===== src/rtl/pfe_pkg.sv =====
// Shared types, letter codes and square geometry helpers for the Playfair encryptor.
`timescale 1ns / 1ps

package pfe_pkg;

	typedef logic [4:0] letter_t;
	typedef logic [4:0] pos_t;
	typedef logic [2:0] coord_t;

	typedef struct packed {
		letter_t first;
		letter_t second;
	} pair_t;

	localparam logic [1:0] OP_KEY     = 2'd0;
	localparam logic [1:0] OP_KEY_END = 2'd1;
	localparam logic [1:0] OP_MSG     = 2'd2;
	localparam logic [1:0] OP_MSG_END = 2'd3;

	localparam letter_t CODE_I      = 5'd8;
	localparam letter_t CODE_J      = 5'd9;
	localparam letter_t CODE_X      = 5'd23;
	localparam letter_t LAST_LETTER = 5'd25;
	localparam pos_t    SQ_CELLS    = 5'd25;
	localparam coord_t  SQ_LAST     = 3'd4;

	localparam int ALPHA_N = 26;
	localparam int CELLS_N = 25;

	function automatic coord_t pos_row(input pos_t p);
		coord_t r;
		if (p >= 5'd20)      r = 3'd4;
		else if (p >= 5'd15) r = 3'd3;
		else if (p >= 5'd10) r = 3'd2;
		else if (p >= 5'd5)  r = 3'd1;
		else                 r = 3'd0;
		return r;
	endfunction

	function automatic coord_t pos_col(input pos_t p);
		coord_t r;
		pos_t   base;
		r    = pos_row(p);
		base = ({2'b00, r} << 2) + {2'b00, r};
		return 3'(p - base);
	endfunction

	function automatic pos_t pos_cell(input coord_t r, input coord_t c);
		return ({2'b00, r} << 2) + {2'b00, r} + {2'b00, c};
	endfunction

	function automatic coord_t wrap_inc(input coord_t v);
		return (v == SQ_LAST) ? 3'd0 : 3'(v + 3'd1);
	endfunction

endpackage


===== src/rtl/playfair_digraph_encrypt_top.sv =====
// Playfair encryptor top level: key square build, digraph sequencer and result buffer.
`timescale 1ns / 1ps

// Channel  Signals                         Dir  Moves
// in       in_valid in_ready op letter     in   one key or message request
// out      out_valid out_ready             out  one cipher letter
//          cipher_letter pair_end
//
// Key letters, message letters without a partner and ignored requests stay in S_IDLE.
// Key end runs S_FILL, one walk step per letter of the alphabet. A digraph steps S_RDA,
// S_RDB, S_CALC, S_RDQA, S_RDQB, S_OUT, set by two reads each through the single read port
// of the position and square RAMs; it then waits while the previous digraph is in the buffer.
// Reset clears the used bits, fill count, pending letter and the sequencer;
// both RAMs need no clearing. A stalled output blocks requests only once a
// second digraph is waiting behind a full result buffer.
module playfair_digraph_encrypt_top (
	input  logic       clk,
	input  logic       arst_n,
	input  logic       in_valid,
	output logic       in_ready,
	input  logic [1:0] op,
	input  logic [4:0] letter,
	output logic       out_valid,
	input  logic       out_ready,
	output logic [4:0] cipher_letter,
	output logic       pair_end
);

	localparam logic [2:0] S_IDLE = 3'd0;
	localparam logic [2:0] S_FILL = 3'd1;
	localparam logic [2:0] S_RDA  = 3'd2;
	localparam logic [2:0] S_RDB  = 3'd3;
	localparam logic [2:0] S_CALC = 3'd4;
	localparam logic [2:0] S_RDQA = 3'd5;
	localparam logic [2:0] S_RDQB = 3'd6;
	localparam logic [2:0] S_OUT  = 3'd7;

	logic [2:0]            state_q;
	logic [pfe_pkg::ALPHA_N-1:0] used_q;
	pfe_pkg::pos_t         fill_q;
	logic                  ready_q;
	pfe_pkg::letter_t      pend_q;
	logic                  pend_valid_q;
	pfe_pkg::letter_t      walk_q;
	pfe_pkg::letter_t      a_q;
	pfe_pkg::letter_t      b_q;
	pfe_pkg::pos_t         pa_q;
	pfe_pkg::pos_t         qa_q;
	pfe_pkg::pos_t         qb_q;
	pfe_pkg::letter_t      ca_q;

	logic                  accept;
	logic                  letter_ok;
	pfe_pkg::letter_t      folded;
	logic                  key_place;
	logic                  walk_place;
	logic                  wr_en;
	pfe_pkg::letter_t      wr_letter;
	logic                  pos_rd_en;
	pfe_pkg::letter_t      pos_rd_addr;
	pfe_pkg::pos_t         pos_rd_data;
	logic                  sq_rd_en;
	pfe_pkg::pos_t         sq_rd_addr;
	pfe_pkg::letter_t      sq_rd_data;
	pfe_pkg::coord_t       ra, ca, rb, cb;
	pfe_pkg::pos_t         qa_d, qb_d;
	logic                  ob_empty;
	logic                  ob_load;
	pfe_pkg::pair_t        ob_pair;

	assign in_ready  = (state_q == S_IDLE);
	assign accept    = in_valid && in_ready;
	assign letter_ok = (letter <= pfe_pkg::LAST_LETTER);
	assign folded    = (letter == pfe_pkg::CODE_J) ? pfe_pkg::CODE_I : letter;

	assign key_place = accept && (op == pfe_pkg::OP_KEY) && letter_ok && !ready_q
		&& !used_q[folded] && (fill_q < pfe_pkg::SQ_CELLS);
	assign walk_place = (state_q == S_FILL) && (walk_q != pfe_pkg::CODE_J)
		&& !used_q[walk_q] && (fill_q < pfe_pkg::SQ_CELLS);
	assign wr_en     = key_place || walk_place;
	assign wr_letter = (state_q == S_FILL) ? walk_q : folded;

	// Writes happen only before the square is ready and reads only after,
	// so the two RAMs never see a read and write of one entry overlap.
	pfe_ram #(.WIDTH(5), .DEPTH(pfe_pkg::ALPHA_N)) u_pos_ram (
		.clk     (clk),
		.wr_en   (wr_en),
		.wr_addr (wr_letter),
		.wr_data (fill_q),
		.rd_en   (pos_rd_en),
		.rd_addr (pos_rd_addr),
		.rd_data (pos_rd_data)
	);

	pfe_ram #(.WIDTH(5), .DEPTH(pfe_pkg::CELLS_N)) u_sq_ram (
		.clk     (clk),
		.wr_en   (wr_en),
		.wr_addr (fill_q),
		.wr_data (wr_letter),
		.rd_en   (sq_rd_en),
		.rd_addr (sq_rd_addr),
		.rd_data (sq_rd_data)
	);

	assign pos_rd_en   = (state_q == S_RDA) || (state_q == S_RDB);
	assign pos_rd_addr = (state_q == S_RDA) ? a_q : b_q;
	assign sq_rd_en    = (state_q == S_RDQA) || (state_q == S_RDQB);
	assign sq_rd_addr  = (state_q == S_RDQA) ? qa_q : qb_q;

	always_comb begin
		ra = pfe_pkg::pos_row(pa_q);
		ca = pfe_pkg::pos_col(pa_q);
		rb = pfe_pkg::pos_row(pos_rd_data);
		cb = pfe_pkg::pos_col(pos_rd_data);
		if (ra == rb) begin
			qa_d = pfe_pkg::pos_cell(ra, pfe_pkg::wrap_inc(ca));
			qb_d = pfe_pkg::pos_cell(rb, pfe_pkg::wrap_inc(cb));
		end else if (ca == cb) begin
			qa_d = pfe_pkg::pos_cell(pfe_pkg::wrap_inc(ra), ca);
			qb_d = pfe_pkg::pos_cell(pfe_pkg::wrap_inc(rb), cb);
		end else begin
			qa_d = pfe_pkg::pos_cell(ra, cb);
			qb_d = pfe_pkg::pos_cell(rb, ca);
		end
	end

	assign ob_load        = (state_q == S_OUT) && ob_empty;
	assign ob_pair.first  = ca_q;
	assign ob_pair.second = sq_rd_data;

	pfe_outbuf u_outbuf (
		.clk           (clk),
		.arst_n        (arst_n),
		.load          (ob_load),
		.pair          (ob_pair),
		.empty         (ob_empty),
		.out_valid     (out_valid),
		.out_ready     (out_ready),
		.cipher_letter (cipher_letter),
		.pair_end      (pair_end)
	);

	always_ff @(posedge clk or negedge arst_n) begin
		if (!arst_n) begin
			state_q      <= S_IDLE;
			used_q       <= '0;
			fill_q       <= '0;
			ready_q      <= 1'b0;
			pend_q       <= '0;
			pend_valid_q <= 1'b0;
			walk_q       <= '0;
		end else begin
			if (wr_en) begin
				used_q[wr_letter] <= 1'b1;
				fill_q            <= 5'(fill_q + 5'd1);
			end
			case (state_q)
				S_IDLE: begin
					if (accept) begin
						case (op)
							pfe_pkg::OP_KEY_END: begin
								if (!ready_q) begin
									walk_q  <= '0;
									state_q <= S_FILL;
								end
							end
							pfe_pkg::OP_MSG: begin
								if (letter_ok && ready_q) begin
									if (!pend_valid_q) begin
										pend_q       <= folded;
										pend_valid_q <= 1'b1;
									end else begin
										state_q <= S_RDA;
										if (folded != pend_q) begin
											pend_q       <= '0;
											pend_valid_q <= 1'b0;
										end
									end
								end
							end
							pfe_pkg::OP_MSG_END: begin
								if (ready_q && pend_valid_q) begin
									pend_q       <= '0;
									pend_valid_q <= 1'b0;
									state_q      <= S_RDA;
								end
							end
							default: begin
							end
						endcase
					end
				end
				S_FILL: begin
					walk_q <= 5'(walk_q + 5'd1);
					if (walk_q == pfe_pkg::LAST_LETTER) begin
						ready_q <= 1'b1;
						state_q <= S_IDLE;
					end
				end
				S_RDA:  state_q <= S_RDB;
				S_RDB:  state_q <= S_CALC;
				S_CALC: state_q <= S_RDQA;
				S_RDQA: state_q <= S_RDQB;
				S_RDQB: state_q <= S_OUT;
				S_OUT: begin
					if (ob_empty) begin
						state_q <= S_IDLE;
					end
				end
				default: state_q <= S_IDLE;
			endcase
		end
	end

	// Digraph operands and intermediate positions.
	always_ff @(posedge clk) begin
		if (accept) begin
			a_q <= pend_q;
			b_q <= ((op == pfe_pkg::OP_MSG_END) || (folded == pend_q))
				? pfe_pkg::CODE_X : folded;
		end
		if (state_q == S_CALC) begin
			qa_q <= qa_d;
			qb_q <= qb_d;
		end
		if (state_q == S_RDB) begin
			pa_q <= pos_rd_data;
		end
		if (state_q == S_RDQB) begin
			ca_q <= sq_rd_data;
		end
	end

	a_no_write_when_ready: assert property (@(posedge clk) disable iff (!arst_n)
		wr_en |-> !ready_q)
		else $error("square written after it was ready");

	a_lookup_needs_square: assert property (@(posedge clk) disable iff (!arst_n)
		(state_q == S_RDA) |-> ready_q)
		else $error("digraph lookup before square ready");

	a_walk_done: assert property (@(posedge clk) disable iff (!arst_n)
		(state_q == S_FILL) && (walk_q == pfe_pkg::LAST_LETTER)
		|=> ready_q && (fill_q == pfe_pkg::SQ_CELLS))
		else $error("square not full after key end walk");

	a_fill_range: assert property (@(posedge clk) disable iff (!arst_n)
		fill_q <= pfe_pkg::SQ_CELLS)
		else $error("fill count overflow");

endmodule


===== src/rtl/pfe_ram.sv =====
// Generic single-write, single-read synchronous RAM with registered read data.
`timescale 1ns / 1ps

module pfe_ram #(
	parameter int WIDTH = 5,
	parameter int DEPTH = 32
) (
	input  logic                     clk,
	input  logic                     wr_en,
	input  logic [$clog2(DEPTH)-1:0] wr_addr,
	input  logic [WIDTH-1:0]         wr_data,
	input  logic                     rd_en,
	input  logic [$clog2(DEPTH)-1:0] rd_addr,
	output logic [WIDTH-1:0]         rd_data
);

	logic [WIDTH-1:0] mem_q [DEPTH];
	logic [WIDTH-1:0] rd_data_q;

	always_ff @(posedge clk) begin
		if (wr_en) begin
			mem_q[wr_addr] <= wr_data;
		end
		if (rd_en) begin
			rd_data_q <= mem_q[rd_addr];
		end
	end

	assign rd_data = rd_data_q;

endmodule


===== src/rtl/pfe_outbuf.sv =====
// Two-entry result buffer that holds one digraph and hands it out letter by letter.
`timescale 1ns / 1ps

module pfe_outbuf (
	input  logic            clk,
	input  logic            arst_n,
	input  logic            load,
	input  pfe_pkg::pair_t  pair,
	output logic            empty,
	output logic            out_valid,
	input  logic            out_ready,
	output pfe_pkg::letter_t cipher_letter,
	output logic            pair_end
);

	logic [1:0]       cnt_q;
	pfe_pkg::letter_t first_q;
	pfe_pkg::letter_t second_q;

	always_ff @(posedge clk or negedge arst_n) begin
		if (!arst_n) begin
			cnt_q <= 2'd0;
		end else if (load) begin
			cnt_q <= 2'd2;
		end else if (out_valid && out_ready) begin
			cnt_q <= 2'(cnt_q - 2'd1);
		end
	end

	always_ff @(posedge clk) begin
		if (load) begin
			first_q  <= pair.first;
			second_q <= pair.second;
		end
	end

	assign empty         = (cnt_q == 2'd0);
	assign out_valid     = !empty;
	assign pair_end      = (cnt_q == 2'd1);
	assign cipher_letter = (cnt_q == 2'd2) ? first_q : second_q;

	a_load_empty: assert property (@(posedge clk) disable iff (!arst_n)
		load |-> empty)
		else $error("digraph loaded over unsent results");

	a_cnt_range: assert property (@(posedge clk) disable iff (!arst_n)
		cnt_q != 2'd3)
		else $error("result count out of range");

endmodule

===== config.mk =====
export PLATFORM = sky130hd
export DESIGN_NAME = playfair_digraph_encrypt_top
export DESIGN_NICKNAME = d
export VERILOG_FILES = /design/src/rtl/pfe_pkg.sv /design/src/rtl/playfair_digraph_encrypt_top.sv /design/src/rtl/pfe_ram.sv /design/src/rtl/pfe_outbuf.sv
export SDC_FILE = /design/constraint.sdc
export NUM_CORES = 1
export LEC_CHECK = 0
export CORE_ASPECT_RATIO = 1.75
export CORE_MARGIN = 2
export CORE_UTILIZATION = 40
export CTS_CLUSTER_SIZE = 30
export DETAILED_ROUTE_END_ITERATION = 8
export DONT_BUFFER_PORTS = 1
export HOLD_SLACK_MARGIN = 0.05
export SLEW_MARGIN = 15
export SYNTH_ARGS = -nofsm -noshare
export SYNTH_HDL_FRONTEND = slang
export SYNTH_SLANG_ARGS = --single-unit

===== constraint.sdc =====
create_clock -name clk -period 4.4 [get_ports clk]
set_clock_uncertainty 0.2 [all_clocks]
set_input_delay 0.44 -clock clk [delete_from_list [all_inputs] [get_ports clk]]
set_output_delay 0.44 -clock clk [all_outputs]
set_load 0.1 [all_outputs]

==> results.yml <==
worst_setup_path:
  cpMostUsedCell: "ha_1"
  crit_type: "reg -> reg"
  cp_data_arrival_time_ns: 4.31
  path_cells: "nor2b_4 > o2111a_1 > or2_4 > nor2_2 > ha_1 > inv_1 > fa_2 > and3_1 > a211oi_2 > fa_1 > ha_1 > a21o_1 > a21oi_1 > xor2_1 > mux2i_1"
  startpoint: "u_pos_ram.rd_data[3]"
  cp_slowest_stage_delay_ns: 0.52
  crit_fanout: 5
  r2r_setup_slack_ns: 0.20
  reg2reg_from: "u_pos_ram.rd_data[3]"
  critPathLaunchType: "flip-flop"
  slowest_stage: "fa_1"
  cp.required_ns: 4.51
  crit_path_end_kind: "flip-flop"
global_routing:
  grt.total_usage_pct: 17.34
  grt_pass1_wl_um: 56610
  globalRouteOverflowTotal: 0
  grt_pass1_vias: 9996
  grt_max_degree: 49
  antenna_found_initial: 0
clocking:
  numClockSinks: 353
  clk_path_buf_depth: 3
  cts_inserted_buffers: 29
  ctsRootBufferMaster: "clkbuf_16"
  tritoncts: "yes"
  clkLatencyLatePin_ns: 0.57
  clkTransAtPathRegs_ns: 0.07
  h-tree-depth: 1
floorplanning:
  start_util_pct: 40.23
  io_pins: 19
  die_y_um: 271.3
  dieArea_sq_um: 42520
  die_w_um: 156.7
  num_rows: 98
  placeableCoreArea_sq_um: 40590
timing:
  layout_min_cycle_time_ns: 4.202
  maxSlewHeadroom_pct: 32.30
  setup_viol: 0
  fin_crit_sh_pct: 95.49
  max_freq_mhz: 238.0
  hold_viol: 0
  maxSlewViolCount: 0
  worstMarginPinSlew_ns: 1.014
detailed_routing:
  vias: 9424
  routed_via_density: 5.388
  drcViolationCount: 0
  drt_iter0_markers: 530
  drtAntennaViolNets: 0
  drtPass1Iterations: 5
  finalWirelength_um: 36110
  routedWlPerCell_um: 20.64
worst_hold_path:
  min_from: "in_valid"
  holdCritPathClass: "in -> reg"
placement:
  numPortBuffers: 0
  dp_hpwl_um: 25560
  dpl_cell_area_sq_um: 17480
  gp_congestion: 0.8324
power:
  power.leakage_uw: 0.006688
  pwr_density_cell_nw_per_um2: 577.3
  p_total_uw: 10760
  vdd_drop_max_mv: 0.2915
yosys:
  netlist_instances: 1092
  ys_types: 74
  synth_seq_area_share_pct: 63.44
  avgSynthCellArea_sq_um: 14.95
  ys_warn_count: 0
  synth_fp_nets: 1149
  ys_seq_elements: 353
  async_flop_share_pct: 13.60
  synth-main-ff-cell: "edfxtp_1"
  synth_edf_count: 305
  syn-cell-area_sq_um: 16330
status:
  outcome: "completed"
layout:
  fin_area_sq_um: 18640
  synthToLayoutAreaGrowth_pct: 14.15
  reg_top3: "u_pos_ram.mem_q x130, u_sq_ram.mem_q x125, used_q x26"
  drive_gt1_share_pct: 18.52
  num-nets-final: 1233
  largest_reg_flops: 130
  antenna_cells: 0
  top_register: "u_pos_ram.mem_q"
job:
  cap_violations: 0
-- placed cells by master, fill, tap and decap left out, drive strengths merged, types with 26 or more instances in the layout --
| cell type | instances |
|---|---|
| edfxtp | 305 |
| buf | 87 |
| nand2 | 77 |
| mux2i | 68 |
| mux4 | 56 |
| nor2 | 54 |
| dfrtp | 48 |
| inv | 45 |
| nor3 | 44 |
| clkbuf | 37 |
| ha | 36 |
| o21ai | 32 |
| a21oi | 28 |
| a31o | 26 |
-- cell type report --
type                    instances  area (sq um)
clock buffers                  37         755.7
flip-flops and latches        353         10360
inverters                      43         161.4
multi-input cells             651          5632
clock inverters                17         215.2
repair buffers                 98         828.3
fillers                      3488         21950
well taps                     550         688.2
-- power by group --
group	total, uW	leakage, uW	switching, uW	internal (uW)
combinational	3670	0.00284	2250	1420
clock	2670	0.000474	1160	1510
sequential	4420	0.00337	227	4190
-- synth_stat cells (all sizes together) (7+ instances only) --
master | instances | area, sq um
mux4 | 56 | 1261
a22oi | 11 | 82.58
mux2 | 15 | 168.9
xnor2 | 7 | 61.31
nand4 | 9 | 56.30
or3 | 8 | 50.05
nor2b | 9 | 56.30
nor3b | 9 | 78.83
nor4 | 10 | 62.56
fa | 10 | 200.2
o22ai | 11 | 68.82
a31o | 26 | 227.7
nand2 | 77 | 289.0
a21oi | 28 | 140.1
and2 | 8 | 50.05
nor2 | 54 | 219.0
xor2 | 16 | 140.1
buf | 26 | 172.7
o21ai | 32 | 160.2
nand3 | 19 | 95.09
a31oi | 7 | 43.79
clkbuf | 19 | 71.32
edfxtp | 305 | 9159
inv | 43 | 161.4
dfrtp | 48 | 1201
mux2i | 68 | 709.4
nor3 | 44 | 231.5
nand2b | 12 | 75.07
ha | 36 | 450.4
-- final timing paths --
| check | endpoint | cells after the start |
|---|---|---|
| min in group asynchronous | used_q[5] | 2 |
| worst min register to register | u_outbuf.first_q[0] | 0 |
| worst max-delay path | qb_q[4] | 15 |
| max in group asynchronous | fill_q[0] | 2 |
| worst max register to register | qb_q[4] | 15 |
| worst min-delay path | walk_q[4] | 3 |
-- per-layer routing --
layer	vias up	share of wire [%]	GRT usage [%]
met5	-	0	0
met4	0	3.4	6.615
met3	74	2.4	1.660
met2	160	59	34.65
met1	4763	35	18.15
li1	4427	-	-
-- cell families after synthesis --
kind of cell / count (synthesis) / synth area share (%)
and+or+nand+nor: 277 / 8.628
DFF: 353 / 63.44
muxes: 139 / 13.10
adders and majority gates: 46 / 3.984
AOI/OAI and AO/OA: 166 / 7.126
xor gates and xnor gates: 23 / 1.234
buffers and inverters: 88 / 2.483
-- through the flow --
step / hold WS [ns] / instances / setup TNS [ns] / setup WS, ns / util (%)
2_1_floorplan: -0.05559 / 1092 / 0 / 0.1868 / -
3_3_place_gp: -0.05446 / 1680 / 0 / 0.1831 / 43.07
3_5_place_dp: -0.05449 / 1680 / 0 / 0.03479 / 43.07
4_1_cts: 0.07505 / 1746 / 0 / 0.01492 / 45.80
5_1_grt: 0.1138 / 1749 / -0.004686 / -0.004686 / 45.93
6_report: 0.1035 / 1749 / 0 / 0.1984 / 45.93
-- timing repair --
| item | in CTS | in global routing |
|---|---|---|
| endpoints found under the setup margin | 0 | 5 |
| endpoints found under the hold margin | 68 | 0 |
| buffers inserted | 0 | 3 |
| gates resized for setup | 0 | 9 |
| hold buffers | 12 | 0 |
-- critical path: cells and delay by family (launching register included) --
kind            cells  cell delay [ns]
flops               1             0.44
compound gates      4             0.91
xor+xnor            1             0.16
mux                 1             0.08
buf+inv             1             0.05
simple gates        4             0.76
fa+ha+maj           4             1.36
Power figures use the tool's default switching activity.
